### src/design/rsc_pkg.sv
// Shared types, codes and conversion functions for row_scatter_convert.
// No dependencies.
`default_nettype none
package rsc_pkg;
	localparam int unsigned DIM_W    = 17;
	localparam int unsigned STRIDE_W = 32;
	localparam int unsigned OFF_W    = 48;
	localparam int unsigned DROW_W   = 24;
	localparam int unsigned VAL_W    = 32;
	localparam int unsigned BYTES_W  = 3;

	typedef enum logic [1:0] {
		FMT_FP32 = 2'd0,
		FMT_FP16 = 2'd1,
		FMT_BF16 = 2'd2
	} fmt_t;

	typedef enum logic [2:0] {
		REG_ROW_LENGTH   = 3'd0,
		REG_ROWS_PLANE   = 3'd1,
		REG_PLANES_BATCH = 3'd2,
		REG_ROW_STRIDE   = 3'd3,
		REG_PLANE_STRIDE = 3'd4,
		REG_BATCH_STRIDE = 3'd5,
		REG_OUT_FORMAT   = 3'd6
	} reg_idx_t;

	typedef struct packed {
		logic [DIM_W-1:0] row_length;
		logic [DIM_W-1:0] rows_per_plane;
		logic [DIM_W-1:0] planes_per_batch;
		logic [STRIDE_W-1:0] row_stride;
		logic [STRIDE_W-1:0] plane_stride;
		logic [STRIDE_W-1:0] batch_stride;
		logic [1:0] out_format;
	} cfg_t;

	function automatic logic [15:0] to_fp16(input logic [31:0] x);
		logic [15:0] sign;
		logic [7:0]  ex;
		logic [22:0] man;
		logic [23:0] m;
		logic [4:0]  shift;
		logic [23:0] h;
		logic [23:0] rem;
		logic [23:0] half;
		logic [15:0] r;
		sign = {x[31], 15'd0};
		ex   = x[30:23];
		man  = x[22:0];
		m    = {1'b1, man};
		shift = 5'd0;
		h = 24'd0;
		rem = 24'd0;
		half = 24'd0;
		if (ex == 8'hFF) begin
			if (man != 23'd0) r = sign | 16'h7E00 | {6'd0, man[22:13]};
			else r = sign | 16'h7C00;
		end else if (ex >= 8'd143) begin
			r = sign | 16'h7C00;
		end else if (ex <= 8'd112) begin
			if (ex < 8'd102) begin
				r = sign;
			end else begin
				shift = 5'(8'd126 - ex);
				h     = m >> shift;
				half  = 24'd1 << (shift - 5'd1);
				rem   = m & ((24'd1 << shift) - 24'd1);
				if (rem > half || (rem == half && h[0])) h = h + 24'd1;
				r = sign | h[15:0];
			end
		end else begin
			h   = {9'd0, 5'(ex - 8'd112), man[22:13]};
			rem = {11'd0, man[12:0]};
			if (rem > 24'h1000 || (rem == 24'h1000 && h[0])) h = h + 24'd1;
			r = sign | h[15:0];
		end
		return r;
	endfunction

	function automatic logic [15:0] to_bf16(input logic [31:0] x);
		logic [31:0] s;
		logic [15:0] r;
		s = x + 32'h7FFF + {31'd0, x[16]};
		if (x[30:23] == 8'hFF && x[22:0] != 23'd0) r = x[31:16] | 16'h0040;
		else r = s[31:16];
		return r;
	endfunction
endpackage
`default_nettype wire

### src/design/rsc_pipe.sv
// Three-stage datapath: input capture, products and conversion, offset sum.
// Depends on rsc_pkg.
`default_nettype none
module rsc_pipe #(
	parameter int unsigned PW = 16
) (
	input  wire logic clk,
	input  wire logic arst_n,
	input  wire logic en,
	input  wire logic in_v,
	input  wire logic [31:0] src,
	input  wire logic [rsc_pkg::DROW_W-1:0] drow,
	input  wire logic [PW-1:0] col,
	input  wire logic [PW-1:0] plane,
	input  wire logic [PW-1:0] batch,
	input  wire rsc_pkg::cfg_t cfg,
	output logic out_v,
	output logic [rsc_pkg::OFF_W-1:0] offset,
	output logic [31:0] data,
	output logic [rsc_pkg::BYTES_W-1:0] nbytes
);
	localparam int unsigned OW = rsc_pkg::OFF_W;

	logic v_s1, v_s2, v_s3;
	logic [31:0] src_s1;
	logic [rsc_pkg::DROW_W-1:0] drow_s1;
	logic [PW-1:0] col_s1, plane_s1, batch_s1;
	logic [1:0] fmt_s1;
	logic [OW-1:0] pr_s2, pp_s2, pb_s2, pc_s2;
	logic [31:0] data_s2, data_s3;
	logic [rsc_pkg::BYTES_W-1:0] nb_s2, nb_s3;
	logic [OW-1:0] off_s3;
	logic [31:0] conv;
	logic narrow;

	always_comb begin
		case (fmt_s1)
			rsc_pkg::FMT_FP16: conv = {16'd0, rsc_pkg::to_fp16(src_s1)};
			rsc_pkg::FMT_BF16: conv = {16'd0, rsc_pkg::to_bf16(src_s1)};
			default: conv = src_s1;
		endcase
	end
	assign narrow = (fmt_s1 == rsc_pkg::FMT_FP16) || (fmt_s1 == rsc_pkg::FMT_BF16);

	always_ff @(posedge clk or negedge arst_n) begin
		if (!arst_n) begin
			v_s1 <= 1'b0;
			v_s2 <= 1'b0;
			v_s3 <= 1'b0;
		end else if (en) begin
			v_s1 <= in_v;
			v_s2 <= v_s1;
			v_s3 <= v_s2;
		end
	end

	always_ff @(posedge clk) begin
		if (en) begin
			src_s1 <= src;
			drow_s1 <= drow;
			col_s1 <= col;
			plane_s1 <= plane;
			batch_s1 <= batch;
			fmt_s1 <= cfg.out_format;
			pr_s2 <= OW'(64'(drow_s1) * 64'(cfg.row_stride));
			pp_s2 <= OW'(64'(plane_s1) * 64'(cfg.plane_stride));
			pb_s2 <= OW'(64'(batch_s1) * 64'(cfg.batch_stride));
			pc_s2 <= narrow ? OW'({col_s1, 1'b0}) : OW'({col_s1, 2'b00});
			data_s2 <= conv;
			nb_s2 <= narrow ? 3'd2 : 3'd4;
			off_s3 <= pr_s2 + pp_s2 + pb_s2 + pc_s2;
			data_s3 <= data_s2;
			nb_s3 <= nb_s2;
		end
	end

	assign out_v = v_s3;
	assign offset = off_s3;
	assign data = data_s3;
	assign nbytes = nb_s3;
endmodule
`default_nettype wire

### config.mk
export PLATFORM = sky130hd
export DESIGN_NAME = rsc_pipe
export DESIGN_NICKNAME = d
export VERILOG_FILES = /design/src/design/rsc_pkg.sv /design/src/design/rsc_pipe.sv
export SDC_FILE = /design/constraint.sdc
export NUM_CORES = 2
export LEC_CHECK = 0
export ABC_CLOCK_PERIOD_IN_PS = 7000
export BUFFER_PORTS_ARGS = -buffer_cell sky130_fd_sc_hd__buf_2
export CAP_MARGIN = 10
export CORE_ASPECT_RATIO = 0.7
export CORE_MARGIN = 1.5
export CORE_UTILIZATION = 30
export CTS_CLUSTER_SIZE = 25
export DETAILED_ROUTE_END_ITERATION = 6
export PLACE_DENSITY_LB_ADDON = 0.15
export SYNTH_ARGS = -nofsm -noshare
export SYNTH_HDL_FRONTEND = slang
export SYNTH_SLANG_ARGS = --single-unit
### constraint.sdc
create_clock -name clk -period 7 [get_ports clk]
set_clock_uncertainty 0.2 [all_clocks]
set_input_delay 1.05 -clock clk [delete_from_list [all_inputs] [get_ports clk]]
set_output_delay 1.05 -clock clk [all_outputs]
set_load 0.02 [all_outputs]
==> impl_metrics.toml <==
[outcome]
outcome = "complete, but fails checks"
failed_checks = "negative setup slack"

[timing]
grt_setup_unrepaired = "yes"
tns_ns = -2.16
setup_viol = 14
period_utilisation_layout = 1.04
setup_slack_ns = -0.301
final_hold_viol_count = 0
worst_slew_margin_rel = 0.314
worst_pin_slew_ns = 1.03
min_period_ns = 7.30
clock.fmax_mhz = 137
drv_slew = 0
fin_worst_hold_slack_ns = 0.219

[setup_path]
cp_slowest_cell = "sky130_fd_sc_hd__fa_1"
critical_path.most_common_cell = "sky130_fd_sc_hd__fa_1"
critPathKind = "reg2reg"
rr_endpoint = "pr_s2[44]$_DFFE_PP_"
setup.worst_path.end = "pr_s2[44]$_DFFE_PP_"
timing.critical_path.required_ns = 7.25
setup.worst_path.start = "drow_s1[0]$_DFFE_PP_"
timing.rr.start = "drow_s1[0]$_DFFE_PP_"
arrival_ns = 7.55
crit_path_end_kind = "flip-flop"
rrSetupSlack_ns = -0.30
r2r.worst_path.cells = 25
critPathMaxStageDelay_ns = 0.59
worstSetupStartpointType = "flip-flop"
critical_path.max_fanout = 7

[global_route]
grt_antenna_before_repair = 23
grt_pass1_vias = 58500
total_congestion_overflow_after_global_routing = 0
global_route.usage.total = 0.196
first_pass_grt_wire_length_um = 371000
grt_start_max_net_pins = 120

[clocking]
clk_path_buf_depth = 3
cts_tree = "built"
clock_latency_late_sink_ns = 0.72
clockRootBuffer = "sky130_fd_sc_hd__clkbuf_16"
cts_num_sinks = 386
clock_tree.htree_level_count = 2
cts_clk_pin_slew_worst_paths_ns = 0.06
cts_buffers = 50

[die]
start_util = 0.302
fp.dieArea_sq_mm = 0.249
placeableCoreArea_sq_mm = 0.245
placementRows = 152
io-pin-count = 341
floorplan.die.width_um = 596
die_y_extent_um = 418

[final_layout]
design.final.nets = 10700
layout.filler_cells = 24800
post_route_cells_drive_above_1_share = 0.176
syn2layout_area_growth_pct = 19.3

[route]
routed-via-count = 55000
via_to_cell_ratio = 4.70
wl_per_cell_um = 20.7
dr.first_iter.drc_count = 3779
dr.pass1.iters = 6
post-route-drc-count = 0
antenna_violating_nets_post_route = 0
route.final.wire_length_um = 243000

[hold_path]
type_of_the_tightest_min_delay_check = "reg2reg"

[placement]
detailed_place_hpwl_um = 201000
io_buffers = 288
place_congestion = 0.894

[yosys]
synth_fp_nets = 9905
synthesis.area_per_instance_sq_um = 9.70
synth_sequential_area_ratio = 0.157
synth.cell_area_sq_mm = 0.0739
ys_warn_count = 0
synth-main-ff-cell = "sky130_fd_sc_hd__edfxtp_1"
postSynthCellCount = 7621
synth_seq_cells = 386
synth-async-reset-ratio = 0.00777
ys_types = 89
synth_edf_count = 383

[job]
cap_viol_max_count = 0
[state kept, by name, summed over array words and instances, names as in the netlist]
signal,flops
batch_s1,16
pb_s2,48
v_s2,1
plane_s1,16
pr_s2,48
fmt_s1,2
out_v,1
col_s1,16
v_s1,1
pp_s2,48
offset,48
pc_s2,17
data_s2,32
nbytes,2
nb_s2,2
data,32
src_s1,32
drow_s1,24
[placed cells by master (no fill, tap or decap), types with 91 or more instances in the layout]
cell,count
sky130_fd_sc_hd__fa_1,1505
sky130_fd_sc_hd__inv_1,1483
sky130_fd_sc_hd__nand2_1,1368
sky130_fd_sc_hd__buf_4,717
sky130_fd_sc_hd__and2_1,559
sky130_fd_sc_hd__ha_1,459
sky130_fd_sc_hd__edfxtp_1,383
sky130_fd_sc_hd__buf_2,275
sky130_fd_sc_hd__a21oi_1,168
sky130_fd_sc_hd__xnor2_1,158
sky130_fd_sc_hd__nor2_1,128
sky130_fd_sc_hd__a21o_1,101
sky130_fd_sc_hd__o21ai_0,91
[worst max-delay path, delay by kind of cell, from the launching register on]
kind | cells | cell delay, ns
buf+inv | 6 | 0.76
flops | 1 | 0.51
simple gates | 3 | 0.40
compound gates | 7 | 1.18
fa+ha+maj | 8 | 3.89
xor+xnor | 1 | 0.09
[logic make-up after synthesis]
family                   count (synthesis)  synth area share
AND/OR/NAND/NOR                       2374             0.149
adder cells (fa/ha/maj)               2027             0.499
flip-flops                             386             0.157
AO/OA/AOI/OAI                          677            0.0604
multiplexers                            63            0.0122
other                                    1         0.0000507
XOR/XNOR                               232            0.0279
buffers and inverters                 1861            0.0951
[worst min-delay path by stage]
stage / from / end / slack (ns) / cells after the start
5_1_grt: data_s2[30]$_DFFE_PP_ / data[30]$_DFFE_PP_ / 0.23 / 0
6_report: data_s2[7]$_DFFE_PP_ / data[7]$_DFFE_PP_ / 0.22 / 0
3_5_place_dp: data_s2[7]$_DFFE_PP_ / data[7]$_DFFE_PP_ / 0.21 / 0
4_1_cts: src[2] / src_s1[2]$_DFFE_PP_ / 0.21 / 1
2_1_floorplan: data_s2[0]$_DFFE_PP_ / data[0]$_DFFE_PP_ / 0.20 / 0
3_3_place_gp: data_s2[20]$_DFFE_PP_ / data[20]$_DFFE_PP_ / 0.20 / 0
[cells in the mapped netlist, types with 101 or more instances]
master	number	area [sq um]
sky130_fd_sc_hd__fa_1	1533	30700
sky130_fd_sc_hd__nor2_1	136	510
sky130_fd_sc_hd__inv_1	1503	5640
sky130_fd_sc_hd__ha_1	494	6180
sky130_fd_sc_hd__a21oi_1	192	961
sky130_fd_sc_hd__and2_1	578	3620
sky130_fd_sc_hd__nand2_1	1384	5190
sky130_fd_sc_hd__xnor2_1	166	1450
sky130_fd_sc_hd__o21ai_0	120	601
sky130_fd_sc_hd__a21o_1	101	758
sky130_fd_sc_hd__clkbuf_1	343	1290
sky130_fd_sc_hd__edfxtp_1	383	11500
[cell type report]
type                    count  area [sq um]  area share
clock buffers              55          1270      0.0144
diodes                      7          17.5    0.000199
multi-input cells        5374         56600       0.641
repair buffers           1106          8690      0.0985
flip-flops and latches    386         11600       0.131
clock inverters            37           378     0.00429
inverters                1504          5650      0.0640
well taps                3234          4050      0.0459
[layer usage]
metal	GRT usage	wire, um	vias up
met1	0.308	123000	28500
met2	0.285	101000	1382
met5	0	0	-
met3	0.0301	15200	152
met4	0.0273	3290	0
li1	-	-	24900
[what timing repair did]
action,CTS,global route
gates resized for setup,44,223
hold buffers,1,0
buffers inserted,6,45
hold endpoints to repair,3,0
endpoints found under the setup margin,27,55
pin swaps,15,146
cloned,1,8
[per-stage QoR]
step / instance area (sq um) / worst slack (ns) / util / cells
detailed placement: 84800 / -1.24 / 0.346 / 11500
floorplan: 74600 / -0.444 / - / 7621
global placement: 84800 / -1.27 / 0.346 / 11500
finish: 88200 / -0.301 / 0.360 / 11700
global route: 88200 / -0.532 / 0.360 / 11700
CTS: 86700 / -0.364 / 0.354 / 11600
Power is left out: the tool's default activity adds up to more than one toggle a clock period on the data nets, which glitch-free logic cannot reach.
