**src/design/rsc_pkg.sv**
```systemverilog
// Shared types, codes and conversion functions for row_scatter_convert.
// No dependencies.
`default_nettype none
package rsc_pkg;
	localparam int unsigned DIM_W    = 17;
	localparam int unsigned STRIDE_W = 32;
	localparam int unsigned OFF_W    = 48;
	localparam int unsigned DROW_W   = 24;
	localparam int unsigned VAL_W    = 32;
	localparam int unsigned BYTES_W  = 3;

	typedef enum logic [1:0] {
		FMT_FP32 = 2'd0,
		FMT_FP16 = 2'd1,
		FMT_BF16 = 2'd2
	} fmt_t;

	typedef enum logic [2:0] {
		REG_ROW_LENGTH   = 3'd0,
		REG_ROWS_PLANE   = 3'd1,
		REG_PLANES_BATCH = 3'd2,
		REG_ROW_STRIDE   = 3'd3,
		REG_PLANE_STRIDE = 3'd4,
		REG_BATCH_STRIDE = 3'd5,
		REG_OUT_FORMAT   = 3'd6
	} reg_idx_t;

	typedef struct packed {
		logic [DIM_W-1:0] row_length;
		logic [DIM_W-1:0] rows_per_plane;
		logic [DIM_W-1:0] planes_per_batch;
		logic [STRIDE_W-1:0] row_stride;
		logic [STRIDE_W-1:0] plane_stride;
		logic [STRIDE_W-1:0] batch_stride;
		logic [1:0] out_format;
	} cfg_t;

	function automatic logic [15:0] to_fp16(input logic [31:0] x);
		logic [15:0] sign;
		logic [7:0]  ex;
		logic [22:0] man;
		logic [23:0] m;
		logic [4:0]  shift;
		logic [23:0] h;
		logic [23:0] rem;
		logic [23:0] half;
		logic [15:0] r;
		sign = {x[31], 15'd0};
		ex   = x[30:23];
		man  = x[22:0];
		m    = {1'b1, man};
		shift = 5'd0;
		h = 24'd0;
		rem = 24'd0;
		half = 24'd0;
		if (ex == 8'hFF) begin
			if (man != 23'd0) r = sign | 16'h7E00 | {6'd0, man[22:13]};
			else r = sign | 16'h7C00;
		end else if (ex >= 8'd143) begin
			r = sign | 16'h7C00;
		end else if (ex <= 8'd112) begin
			if (ex < 8'd102) begin
				r = sign;
			end else begin
				shift = 5'(8'd126 - ex);
				h     = m >> shift;
				half  = 24'd1 << (shift - 5'd1);
				rem   = m & ((24'd1 << shift) - 24'd1);
				if (rem > half || (rem == half && h[0])) h = h + 24'd1;
				r = sign | h[15:0];
			end
		end else begin
			h   = {9'd0, 5'(ex - 8'd112), man[22:13]};
			rem = {11'd0, man[12:0]};
			if (rem > 24'h1000 || (rem == 24'h1000 && h[0])) h = h + 24'd1;
			r = sign | h[15:0];
		end
		return r;
	endfunction

	function automatic logic [15:0] to_bf16(input logic [31:0] x);
		logic [31:0] s;
		logic [15:0] r;
		s = x + 32'h7FFF + {31'd0, x[16]};
		if (x[30:23] == 8'hFF && x[22:0] != 23'd0) r = x[31:16] | 16'h0040;
		else r = s[31:16];
		return r;
	endfunction
endpackage
`default_nettype wire

```
**src/design/rsc_position.sv**
```systemverilog
// Column, row, plane and batch position counters with wrap and restart.
// Depends on rsc_pkg.
`default_nettype none
module rsc_position #(
	parameter int unsigned PW = 16,
	parameter int unsigned MAX_DIM = 65536
) (
	input  wire logic clk,
	input  wire logic arst_n,
	input  wire logic adv,
	input  wire logic first,
	input  wire rsc_pkg::cfg_t cfg,
	output logic [PW-1:0] col,
	output logic [PW-1:0] plane,
	output logic [PW-1:0] batch
);
	localparam int unsigned CW = (PW + 1 > rsc_pkg::DIM_W) ? PW + 1 : rsc_pkg::DIM_W;
	localparam logic [CW-1:0] MAXD = CW'(MAX_DIM);

	logic [PW-1:0] col_q, row_q, plane_q, batch_q;
	logic [PW-1:0] row;
	logic [PW-1:0] col_n, row_n, plane_n, batch_n;
	logic wc, wr, wp, wb;

	function automatic logic [CW-1:0] clampd(input logic [rsc_pkg::DIM_W-1:0] d);
		logic [CW-1:0] e;
		e = CW'(d);
		if (e == '0) e = CW'(1);
		else if (e > MAXD) e = MAXD;
		return e;
	endfunction

	function automatic logic [PW:0] step(input logic [PW-1:0] p, input logic [CW-1:0] d);
		logic [CW-1:0] nx;
		nx = CW'(p) + CW'(1);
		if (nx >= d) return {1'b1, {PW{1'b0}}};
		return {1'b0, nx[PW-1:0]};
	endfunction

	assign col   = first ? '0 : col_q;
	assign row   = first ? '0 : row_q;
	assign plane = first ? '0 : plane_q;
	assign batch = first ? '0 : batch_q;

	always_comb begin
		{wc, col_n} = step(col, clampd(cfg.row_length));
		{wr, row_n} = step(row, clampd(cfg.rows_per_plane));
		{wp, plane_n} = step(plane, clampd(cfg.planes_per_batch));
		{wb, batch_n} = step(batch, MAXD);
	end

	always_ff @(posedge clk or negedge arst_n) begin
		if (!arst_n) begin
			col_q <= '0;
			row_q <= '0;
			plane_q <= '0;
			batch_q <= '0;
		end else if (adv) begin
			col_q <= col_n;
			row_q <= wc ? row_n : row;
			plane_q <= (wc && wr) ? plane_n : plane;
			batch_q <= (wc && wr && wp) ? batch_n : batch;
		end
	end

	logic unused_wb;
	assign unused_wb = wb;
endmodule
`default_nettype wire

```
**config.mk**
```make
export PLATFORM = sky130hd
export DESIGN_NAME = rsc_position
export DESIGN_NICKNAME = d
export VERILOG_FILES = /design/src/design/rsc_pkg.sv /design/src/design/rsc_position.sv
export SDC_FILE = /design/constraint.sdc
export NUM_CORES = 1
export LEC_CHECK = 0
export ABC_AREA = 1
export BUFFER_PORTS_ARGS = -buffer_cell sky130_fd_sc_hd__buf_4
export CORE_UTILIZATION = 49
export CTS_CLUSTER_SIZE = 14
export DETAILED_ROUTE_END_ITERATION = 16
export GPL_TIMING_DRIVEN = 0
export HOLD_SLACK_MARGIN = 0.06
export PLACE_DENSITY_LB_ADDON = 0.2
export SLEW_MARGIN = 10
export SYNTH_ARGS = -nofsm -noshare
export SYNTH_HDL_FRONTEND = slang
export SYNTH_SLANG_ARGS = --single-unit
```
**constraint.sdc**
```tcl
create_clock -name clk -period 3.1 [get_ports clk]
set_input_delay 0.465 -clock clk [delete_from_list [all_inputs] [get_ports clk]]
set_output_delay 0.465 -clock clk [all_outputs]
set_load 0.1 [all_outputs]
```
==> flow_summary.toml, run 1 <==
[run_status]
status = "finished with violations"
failed_checks = "setup timing"

[grt]
grt.total_usage = 0.2954
grt_max_degree = 65
gr-total-overflow = 0
grt_pass1_wl_um = 34220
grt_pass1_vias = 7212
antenna_found_initial = 0

[critical_path]
slowest_stage = "nor2_2"
r2r-end = "plane_q[10]"
crit_path_start_kind = "primary input"
critical_path_class = "in -> reg"
r2r-start = "col_q[4]"
worstPathArrival_ns = 3.81
slowest_delay_ns = 0.20
regToRegSetupSlack_ns = -0.37
worstSetupEndpointType = "register"
reg2reg_depth = 24
crit_fanout = 7
crit_buf_inv = 7
path_delay_family = "simple AND/OR/NAND/NOR gates"
required_ns = 3.31

[clocking]
cts-buffers-inserted = 9
cts_tree = "done"
path_clk_slew_ns = 0.06
cts.sinks = 64
clock-root-buffer = "clkbuf_16"
clock_path_buffers = 2
cts.htree.levels = 3
worstSkewPairLatency_ns = 0.34

[pwr]
p_leak_nw = 4.671
power_frac_comb = 0.327
power_density_nw_per_um2 = 330.6
switching_share = 0.3507
p_int_w = 0.002033
vdd_ir_drop_max_mv = 0.2427
power_frac_seq = 0.299
clockPowerShare = 0.374
switching_power_w = 0.001098

[sta]
max_freq_mhz = 278.5
rsz0062_at_grt = "yes"
clock_skew_ns = 0.008680
fin_hold_ws_ns = 0.2325
fin_ws_ns = -0.4904
timing_hold_violations_final = 0
slew_viol_final = 0
slew_headroom = 0.4136
period_share = 1.158
period_minus_slack_ns = 3.590
finalSetupViolations = 64
worstMarginPinSlew_ns = 0.8797

[logic_synthesis]
synth_cell_type_count = 44
synth-seq-area-share = 0.2314
syn_nets = 1291
synthTopCellsByCount = "302 x nand2_1, 178 x nor2_1, 132 x inv_1"
syn-mean-instance-area_um2 = 6.391
synthArstFlopShare = 1.000
netlist_instances = 1083
synth.most_common_cell = "nand2_1"
yosys_most_used_dff = "dfrtp_1"
synth_top_area_cell = "dfrtp_1"
ys_warn_count = 0
synth_area_um2 = 6922
yosysTopAreaCellShare = 0.2314
synth_edf_count = 0
synthTopCellsByArea = "dfrtp_1 23%, nand2_1 16%, ha_1 9.9%"
ys_ff_latch = 64

[floorplan]
die_w_um = 120.9
die_y_um = 120.9
rows = 43
initial_core_util = 0.5006
ioPinCount = 201
core_area_um2 = 13830
die_area_um2 = 14600

[detailed_routing]
drt_iter0_drc = 478
vias = 7601
vias_per_cell = 5.360
wl_um = 21590
drtAntennaViolNets = 0
routedWlPerCell_um = 15.22
first_pass_iters = 5
drc_errors = 0

[placed_design]
io_buffers = 101
place_area_um2 = 8073
gp_congestion = 0.9195
dpl.hpwl_um = 14690
dp_cells = 1364

[min_path]
hold_class = "in -> async"

[layout]
post-route-cell-area_um2 = 9470
synthToLayoutAreaGrowth_pct = 36.82
drive_above_1_share = 0.3053
diodes = 0
nets = 1442
instances_no_fill = 1418

[flow_run]
drv_cap = 0
[state kept, by name, indices dropped and copies added (netlist names)]
register	flops
batch_q	16
plane_q	16
col_q	16
row_q	16
[layer usage]
layer  global-route usage  vias up  wire (um)
li1                     -     3745          -
met1               0.3983     3518       9596
met2               0.4850      290      10100
met3              0.04088       48       1415
met4              0.09722        0        480
met5                    0        -          0
[area by class of cell]
type	count	area (um^2)
Multi-Input combinational cell	848	5293
Fill cell	1209	4357
Sequential cell	64	1602
Timing Repair Buffer	139	1181
Inverter	142	535.5
Buffer	30	294.0
Clock buffer	13	280.3
Tap cell	180	225.2
Clock inverter	2	60.06
[what timing repair did]
item | in CTS | in global routing
setup buffers | 29 | 4
gates cloned | 8 | 1
hold buffers | 0 | 0
pin swaps | 47 | 52
gates resized for setup | 103 | 79
setup endpoints to repair | 64 | 64
[power groups by stage]
stage	Combinational (W)	Sequential [W]	Clock [W]
after floorplan	0.000655	0.000936	0
after global placement	0.000882	0.000944	0
after detailed placement	0.000892	0.000946	0
after CTS	0.000971	0.000931	0.00117
after global routing	0.00113	0.000940	0.00120
final	0.00103	0.000935	0.00117
[worst reg2reg max path: cells and delay by family, from the launching register on]
kind / cells / cell delay (ns)
buffers and inverters: 4 / 0.51
AND/OR/NAND/NOR: 19 / 2.31
flip-flops: 1 / 0.35
adder cells (fa/ha/maj): 1 / 0.19
[stage by stage]
step | setup TNS (ns) | worst slack [ns] | power (W) | utilization
after floorplan | -66.69 | -1.110 | 0.001591 | -
after global placement | -69.92 | -1.197 | 0.001826 | 0.5838
after detailed placement | -70.79 | -1.230 | 0.001838 | 0.5838
after CTS | -18.54 | -0.3553 | 0.003074 | 0.6646
after global routing | -35.50 | -0.6494 | 0.003270 | 0.6849
final | -26.68 | -0.4904 | 0.003131 | 0.6849
[placed cells by master, fill, tap and decap left out, types with 4 or more instances in the layout]
cell type,n
a21o_1,4
a21oi_1,27
a21oi_2,13
buf_12,6
buf_16,4
buf_4,123
buf_6,15
clkbuf_1,11
clkbuf_16,10
clkbuf_8,6
dfrtp_1,64
ha_1,48
ha_4,6
inv_1,130
inv_2,9
nand2_1,268
nand2_2,37
nand2_4,10
nand3_1,27
nand3_2,21
nand3b_1,8
nand4_1,33
nor2_1,148
nor2_2,40
nor2_4,31
nor2_8,5
nor3_1,6
nor3_2,5
nor4_1,10
o21ai_0,20
o21ai_1,10
o21ai_2,7
o22ai_1,5
xnor2_1,6
xor2_1,25
xor2_2,5
[how the worst max path moves through the flow]
stage               cells past startpoint  slack, ns          end   from
detailed placement                     25      -1.23   plane_q[1]  first
floorplan                              28      -1.11  plane_q[10]  first
global route                           26      -0.65  plane_q[10]  first
finish                                 28      -0.49  plane_q[10]  first
global placement                       25      -1.20   plane_q[4]  first
CTS                                    27      -0.36   plane_q[2]  first
[cells by family after synthesis]
| kind of cell | after synthesis | synth area share |
|---|---|---|
| buf+inv | 174 | 0.1059 |
| fa+ha+maj | 55 | 0.09942 |
| flops | 64 | 0.2314 |
| simple gates | 661 | 0.4452 |
| compound gates | 93 | 0.07140 |
| xor+xnor | 36 | 0.04664 |
Power figures use the tool's default switching activity.
==> run 2: changes to the inputs <==
- ABC_AREA: 1 -> 0
- CORE_UTILIZATION: 49 -> 46
==> run 2 against run 1 <==
Net effect: the flow still finishes with violations (setup timing); via count decreased by 14%; first-iteration DRC count increased by 21%; synthesized cell count shrank 36%; utilization up 1.5 points; non-clock buffer count rose by 32.
==> flow_summary.toml, run 2 <==
[run_status]
status = "finished with violations"
failed_checks = "setup timing"

[layout]
post-route-cell-area_um2 = 8404
nets = 1084
layout_commonest_cell = "buf_4"
synthToLayoutAreaGrowth_pct = 48.61
drive_above_1_share = 0.3330
final_cell_mix = "151 x buf_4, 102 x nand2_1, 64 x dfrtp_1"
diodes = 0

[detailed_routing]
first_pass_iters = 6
drc_errors = 0
wl_um = 20970
drt_iter0_drc = 576
drtAntennaViolNets = 0
vias = 6552
vias_per_cell = 6.380
routedWlPerCell_um = 20.42

[logic_synthesis]
netlist_instances = 692
synthTopCellsByArea = "dfrtp_1 28%, ha_1 12%, nand2_1 6.8%"
yosysTopAreaCellShare = 0.2832
synth_area_um2 = 5655
synth-seq-area-share = 0.2832
synth_top_area_cell = "dfrtp_1"
synthArstFlopShare = 1.000
ys_warn_count = 0
ys_ff_latch = 64
syn_nets = 900
yosys_most_used_dff = "dfrtp_1"
synth_edf_count = 0
syn-mean-instance-area_um2 = 8.173
synth_cell_type_count = 61
synthTopCellsByCount = "103 x nand2_1, 64 x dfrtp_1, 55 x ha_1"
synth.most_common_cell = "nand2_1"

[sta]
worstMarginPinSlew_ns = 0.8741
period_minus_slack_ns = 4.201
slew_viol_final = 0
finalSetupViolations = 64
fin_ws_ns = -1.101
max_freq_mhz = 238.0
rsz0062_at_grt = "yes"
slew_headroom = 0.4173
final.setup.tns_ns = -57.31
clock_skew_ns = 0.01071
timing_hold_violations_final = 0
fin_hold_ws_ns = 0.2223
period_share = 1.355

[grt]
grt_pass1_wl_um = 30860
antenna_found_initial = 0
grt_max_degree = 65
grt_pass1_vias = 6235
gr-total-overflow = 0
grt.total_usage = 0.3064

[pwr]
vdd_ir_drop_max_mv = 0.2231
p_int_w = 0.001691
power_density_nw_per_um2 = 276.3
power_frac_comb = 0.175
clockPowerShare = 0.456
switching_power_w = 0.0006309
power_frac_seq = 0.369
p_leak_nw = 4.017
switching_share = 0.2717
total_power_w = 0.002322

[critical_path]
reg2reg_depth = 15
cp-startpoint = "first"
worstPathArrival_ns = 4.45
r2r-start = "plane_q[2]"
worstSetupEndpointType = "register"
regToRegSetupSlack_ns = -0.85
r2r-end = "plane_q[11]"
required_ns = 3.35
crit_end = "batch_q[14]"
crit_fanout = 5
crit_path_start_kind = "primary input"
critical_path_class = "in -> reg"

[clocking]
cts.sinks = 64
cts-buffers-inserted = 9
cts.htree.levels = 3
cts_tree = "done"
clock-root-buffer = "clkbuf_16"
cts_hold_buf = 0
worstSkewPairLatency_ns = 0.34
clock_path_buffers = 2
path_clk_slew_ns = 0.06

[floorplan]
die_area_um2 = 12740
ioPinCount = 201
initial_core_util = 0.4708
rows = 40
core_area_um2 = 12010
die_w_um = 112.9
die_y_um = 112.9

[placed_design]
place_ws_ns = -2.490
gp_congestion = 0.8769
place_area_um2 = 6771
dpl.hpwl_um = 13180
io_buffers = 101

[min_path]
hold_class = "in -> async"

[flow_run]
drv_cap = 0
run 2: cell count changes after synthesis, moves of 11 or more:
cell,delta
nor2_2,-26
nor3_1,+11
nand2_1,-199
nor2_4,-13
nand2_2,-13
nor2_1,-128
and3_1,+18
nor2b_1,+43
nand4_1,-18
a22o_1,+24
inv_1,-109
xor2_1,-11
xnor2_1,+14
a21oi_1,-23
run 2: cell families after synthesis:
family / after synthesis / share of synthesized area
DFF: 64 / 0.2832
xor gates and xnor gates: 38 / 0.05885
and+or+nand+nor: 338 / 0.3004
adders and majority gates: 55 / 0.1217
buffers and inverters: 52 / 0.03827
muxes: 6 / 0.01062
AOI/OAI and AO/OA: 139 / 0.1869
run 2: what timing repair did:
action | CTS | global route
cloned | 3 | 0
setup buffers | 41 | 32
resized for setup | 106 | 51
pin swaps | 43 | 38
setup endpoints to repair | 64 | 64
run 2: per-stage QoR:
| stage | utilization | instances |
|---|---|---|
| after floorplan | - | 692 |
| after global placement | 0.5638 | 940 |
| after detailed placement | 0.5638 | 940 |
| after CTS | 0.6558 | 998 |
| after global routing | 0.6997 | 1027 |
| final | 0.6997 | 1027 |
run 2: per-layer routing:
metal | track usage | part of all wire | vias up
li1 | - | - | 2908
met4 | 0.1658 | 0.059 | 0
met5 | 0 | 0 | -
met3 | 0.04178 | 0.076 | 134
met2 | 0.5202 | 0.48 | 408
met1 | 0.3786 | 0.38 | 3102
run 2: cell type report:
class	instances	area, um^2
buffer	27	321.6
clock buffer	12	266.5
clock inverter	3	40.04
fill	864	3607
inverter	24	90.09
multi-input combinational	576	4464
sequential	64	1602
tap	147	183.9
timing repair buffer	174	1436
run 2: worst min-delay path by stage:
stage	end	slack [ns]
5_1_grt	batch_q[9]	0.31
2_1_floorplan	batch_q[0]	0.17
3_5_place_dp	col_q[5]	0.50
3_3_place_gp	col_q[5]	0.49
4_1_cts	batch_q[9]	0.27
6_report	batch_q[9]	0.22
run 2: power groups by stage:
stage          sequential (W)  combinational (W)  clock, W
2_1_floorplan        0.000865           0.000188         0
3_3_place_gp         0.000867           0.000320         0
3_5_place_dp         0.000868           0.000330         0
4_1_cts              0.000856           0.000378   0.00105
5_1_grt              0.000856           0.000438   0.00110
6_report             0.000856           0.000408   0.00106
run 2: critical path: stages:
cell and delay (ns):
buf_12 0.11, buf_12 0.12, clkbuf_16 0.14, buf_12 0.12, buf_12 0.13, buf_12 0.13, nor2b_4 0.14, ha_4 0.17
nand3_4 0.08, nor3_4 0.32, and3_4 0.25, xnor2_2 0.11, nor2_2 0.08, ha_1 0.36, o2111a_1 0.23, o31ai_2 0.09
a211oi_2 0.18, buf_4 0.18, o2bb2ai_4 0.12, buf_6 0.14, or4_4 0.54, o311ai_4 0.22
==> run 3: changes to the inputs <==
- MAX_ROUTING_LAYER: not set -> met4
==> run 3 against run 2 <==
Net effect: the flow still finishes with violations (setup timing); total power grew 2.6%; flip-flop and latch count did not move; register-to-register slack got worse by 0.13 ns; critical path type unchanged; largest cell class unchanged.
==> flow_summary.toml, run 3 (same netlist as run 2, synthesis figures left out) <==
[run_status]
status = "finished with violations"
failed_checks = "setup timing"

[grt]
grt_max_degree = 65
antenna_found_initial = 0
grt_pass1_vias = 6126
grt.total_usage = 0.3142
grt_pass1_wl_um = 30530
gr-total-overflow = 0

[detailed_routing]
vias = 6463
drt_iter0_drc = 636
first_pass_iters = 9
met1_length_um = 8198
vias_per_cell = 6.269
routedWlPerCell_um = 20.38
drc_errors = 0
wl_um = 21010
drtAntennaViolNets = 0
wl_met3_um = 1594
routed.top_layer = "met4"
met2_length_um = 10250

[floorplan]
ioPinCount = 201
die_w_um = 112.9
die_area_um2 = 12740
core_area_um2 = 12010
die_y_um = 112.9
rows = 40
initial_core_util = 0.4708

[placed_design]
gp_congestion = 0.8820
dpl.hpwl_um = 12950
io_buffers = 101
place_ws_ns = -2.468

[layout]
diodes = 0
final_cell_mix = "150 x buf_4, 101 x nand2_1, 64 x dfrtp_1"
nets = 1088
drive_above_1_share = 0.3518
synthToLayoutAreaGrowth_pct = 51.70
layout_commonest_cell = "buf_4"

[critical_path]
slowest_stage = "or4_4"
path_cells = "buf_12, buf_12, clkbuf_16, buf_12, buf_12, buf_12, buf_8, nor2b_4, ha_4, nand2_4, nor4_4, and3b_2, and3_4, xor2_2, ha_1, o2111ai_2, or3_4, o211a_4, or4_4, o311ai_2"
crit_path_start_kind = "primary input"
slowest_delay_ns = 0.54
worst_path_most_repeated_cell = "buf_12"
crit_fanout = 5
worstSetupEndpointType = "register"
required_ns = 3.34
critical_path_class = "in -> reg"
worstPathArrival_ns = 4.42

[clocking]
clock-root-buffer = "clkbuf_16"
cts.sinks = 64
cts_hold_buf = 0
cts_tree = "done"
cts-buffers-inserted = 9
path_clk_slew_ns = 0.06
worstSkewPairLatency_ns = 0.34
clock_path_buffers = 2
cts.htree.levels = 3

[pwr]
power_density_nw_per_um2 = 277.7
vdd_ir_drop_max_mv = 0.2596
p_leak_nw = 4.084
total_power_w = 0.002382

[sta]
period_share = 1.346
slew_headroom = 0.4303
worstMarginPinSlew_ns = 0.8546
timing_hold_violations_final = 0
fin_ws_ns = -1.072
finalSetupViolations = 64
clock_skew_ns = 0.005662
slew_viol_final = 0
rsz0062_at_grt = "yes"
max_freq_mhz = 239.7
period_minus_slack_ns = 4.172

[min_path]
hold_class = "in -> async"

[flow_run]
drv_cap = 0
-- run 3: cell types whose count changed in the layout (fill, tap and decap cells not counted), sizes merged --
cell / previous run / this run
clkinv: 3 / 2
clkbuf: 28 / 26
bufinv: 1 / 2
buf: 185 / 191
-- run 3: repair_timing --
| item | CTS | global route |
|---|---|---|
| gates resized for setup | 106 | 82 |
| setup endpoints to repair | 64 | 64 |
| cloned | 2 | 1 |
| pin swaps | 52 | 59 |
| setup buffers | 43 | 34 |
-- run 3: cell type report --
type,count,area [um^2]
Inverter,24,90.09
Tap cell,147,183.9
Timing Repair Buffer,179,1495
Clock buffer,12,256.5
Sequential cell,64,1602
Fill cell,851,3432
Buffer,26,302.8
Multi-Input combinational cell,576,4584
Clock inverter,3,65.06
-- run 3: worst paths after layout --
kind	endpoint	depth (start not counted)	start	slack, ns
max	batch_q[14]	20	first	-1.07
min	batch_q[9]	1	arst_n	0.24
max reg2reg	batch_q[14]	12	plane_q[2]	-0.98
min reg2reg	batch_q[14]	1	batch_q[14]	0.51
max in group asynchronous	plane_q[1]	1	arst_n	2.31
min in group clk	batch_q[14]	1	batch_q[14]	0.51
-- run 3: per-stage QoR --
step	instance area (um^2)	TNS (ns)	instances	hold WS, ns	util
2_1_floorplan	5829	-103.51	692	0.1694	-
3_3_place_gp	6771	-124.30	940	0.4882	0.5638
3_5_place_dp	6771	-128.12	940	0.4927	0.5638
4_1_cts	7949	-50.24	999	0.2699	0.6618
5_1_grt	8579	-59.49	1031	0.3103	0.7143
6_report	8579	-53.65	1031	0.2378	0.7143
-- run 3: critical path: cells and delay by family --
| kind | cells | cell delay, ns |
|---|---|---|
| and+or+nand+nor | 7 | 1.81 |
| buffers and inverters | 7 | 0.87 |
| AOI/OAI and AO/OA | 3 | 0.70 |
| adders and majority gates | 2 | 0.47 |
| xor gates and xnor gates | 1 | 0.09 |
-- run 3: power by group --
part | leakage (nW) | switching [W] | total, W | internal [W]
combinational | 3.04 | 0.000239 | 0.000401 | 0.000163
clock | 0.159 | 0.000383 | 0.00112 | 0.000742
sequential | 0.887 | 0.0000124 | 0.000856 | 0.000844
-- run 3: layer usage --
metal,up-vias,GRT usage
met5,-,-
met4,0,0.1579
met3,94,0.05035
met2,383,0.5210
met1,3072,0.3713
li1,2914,-
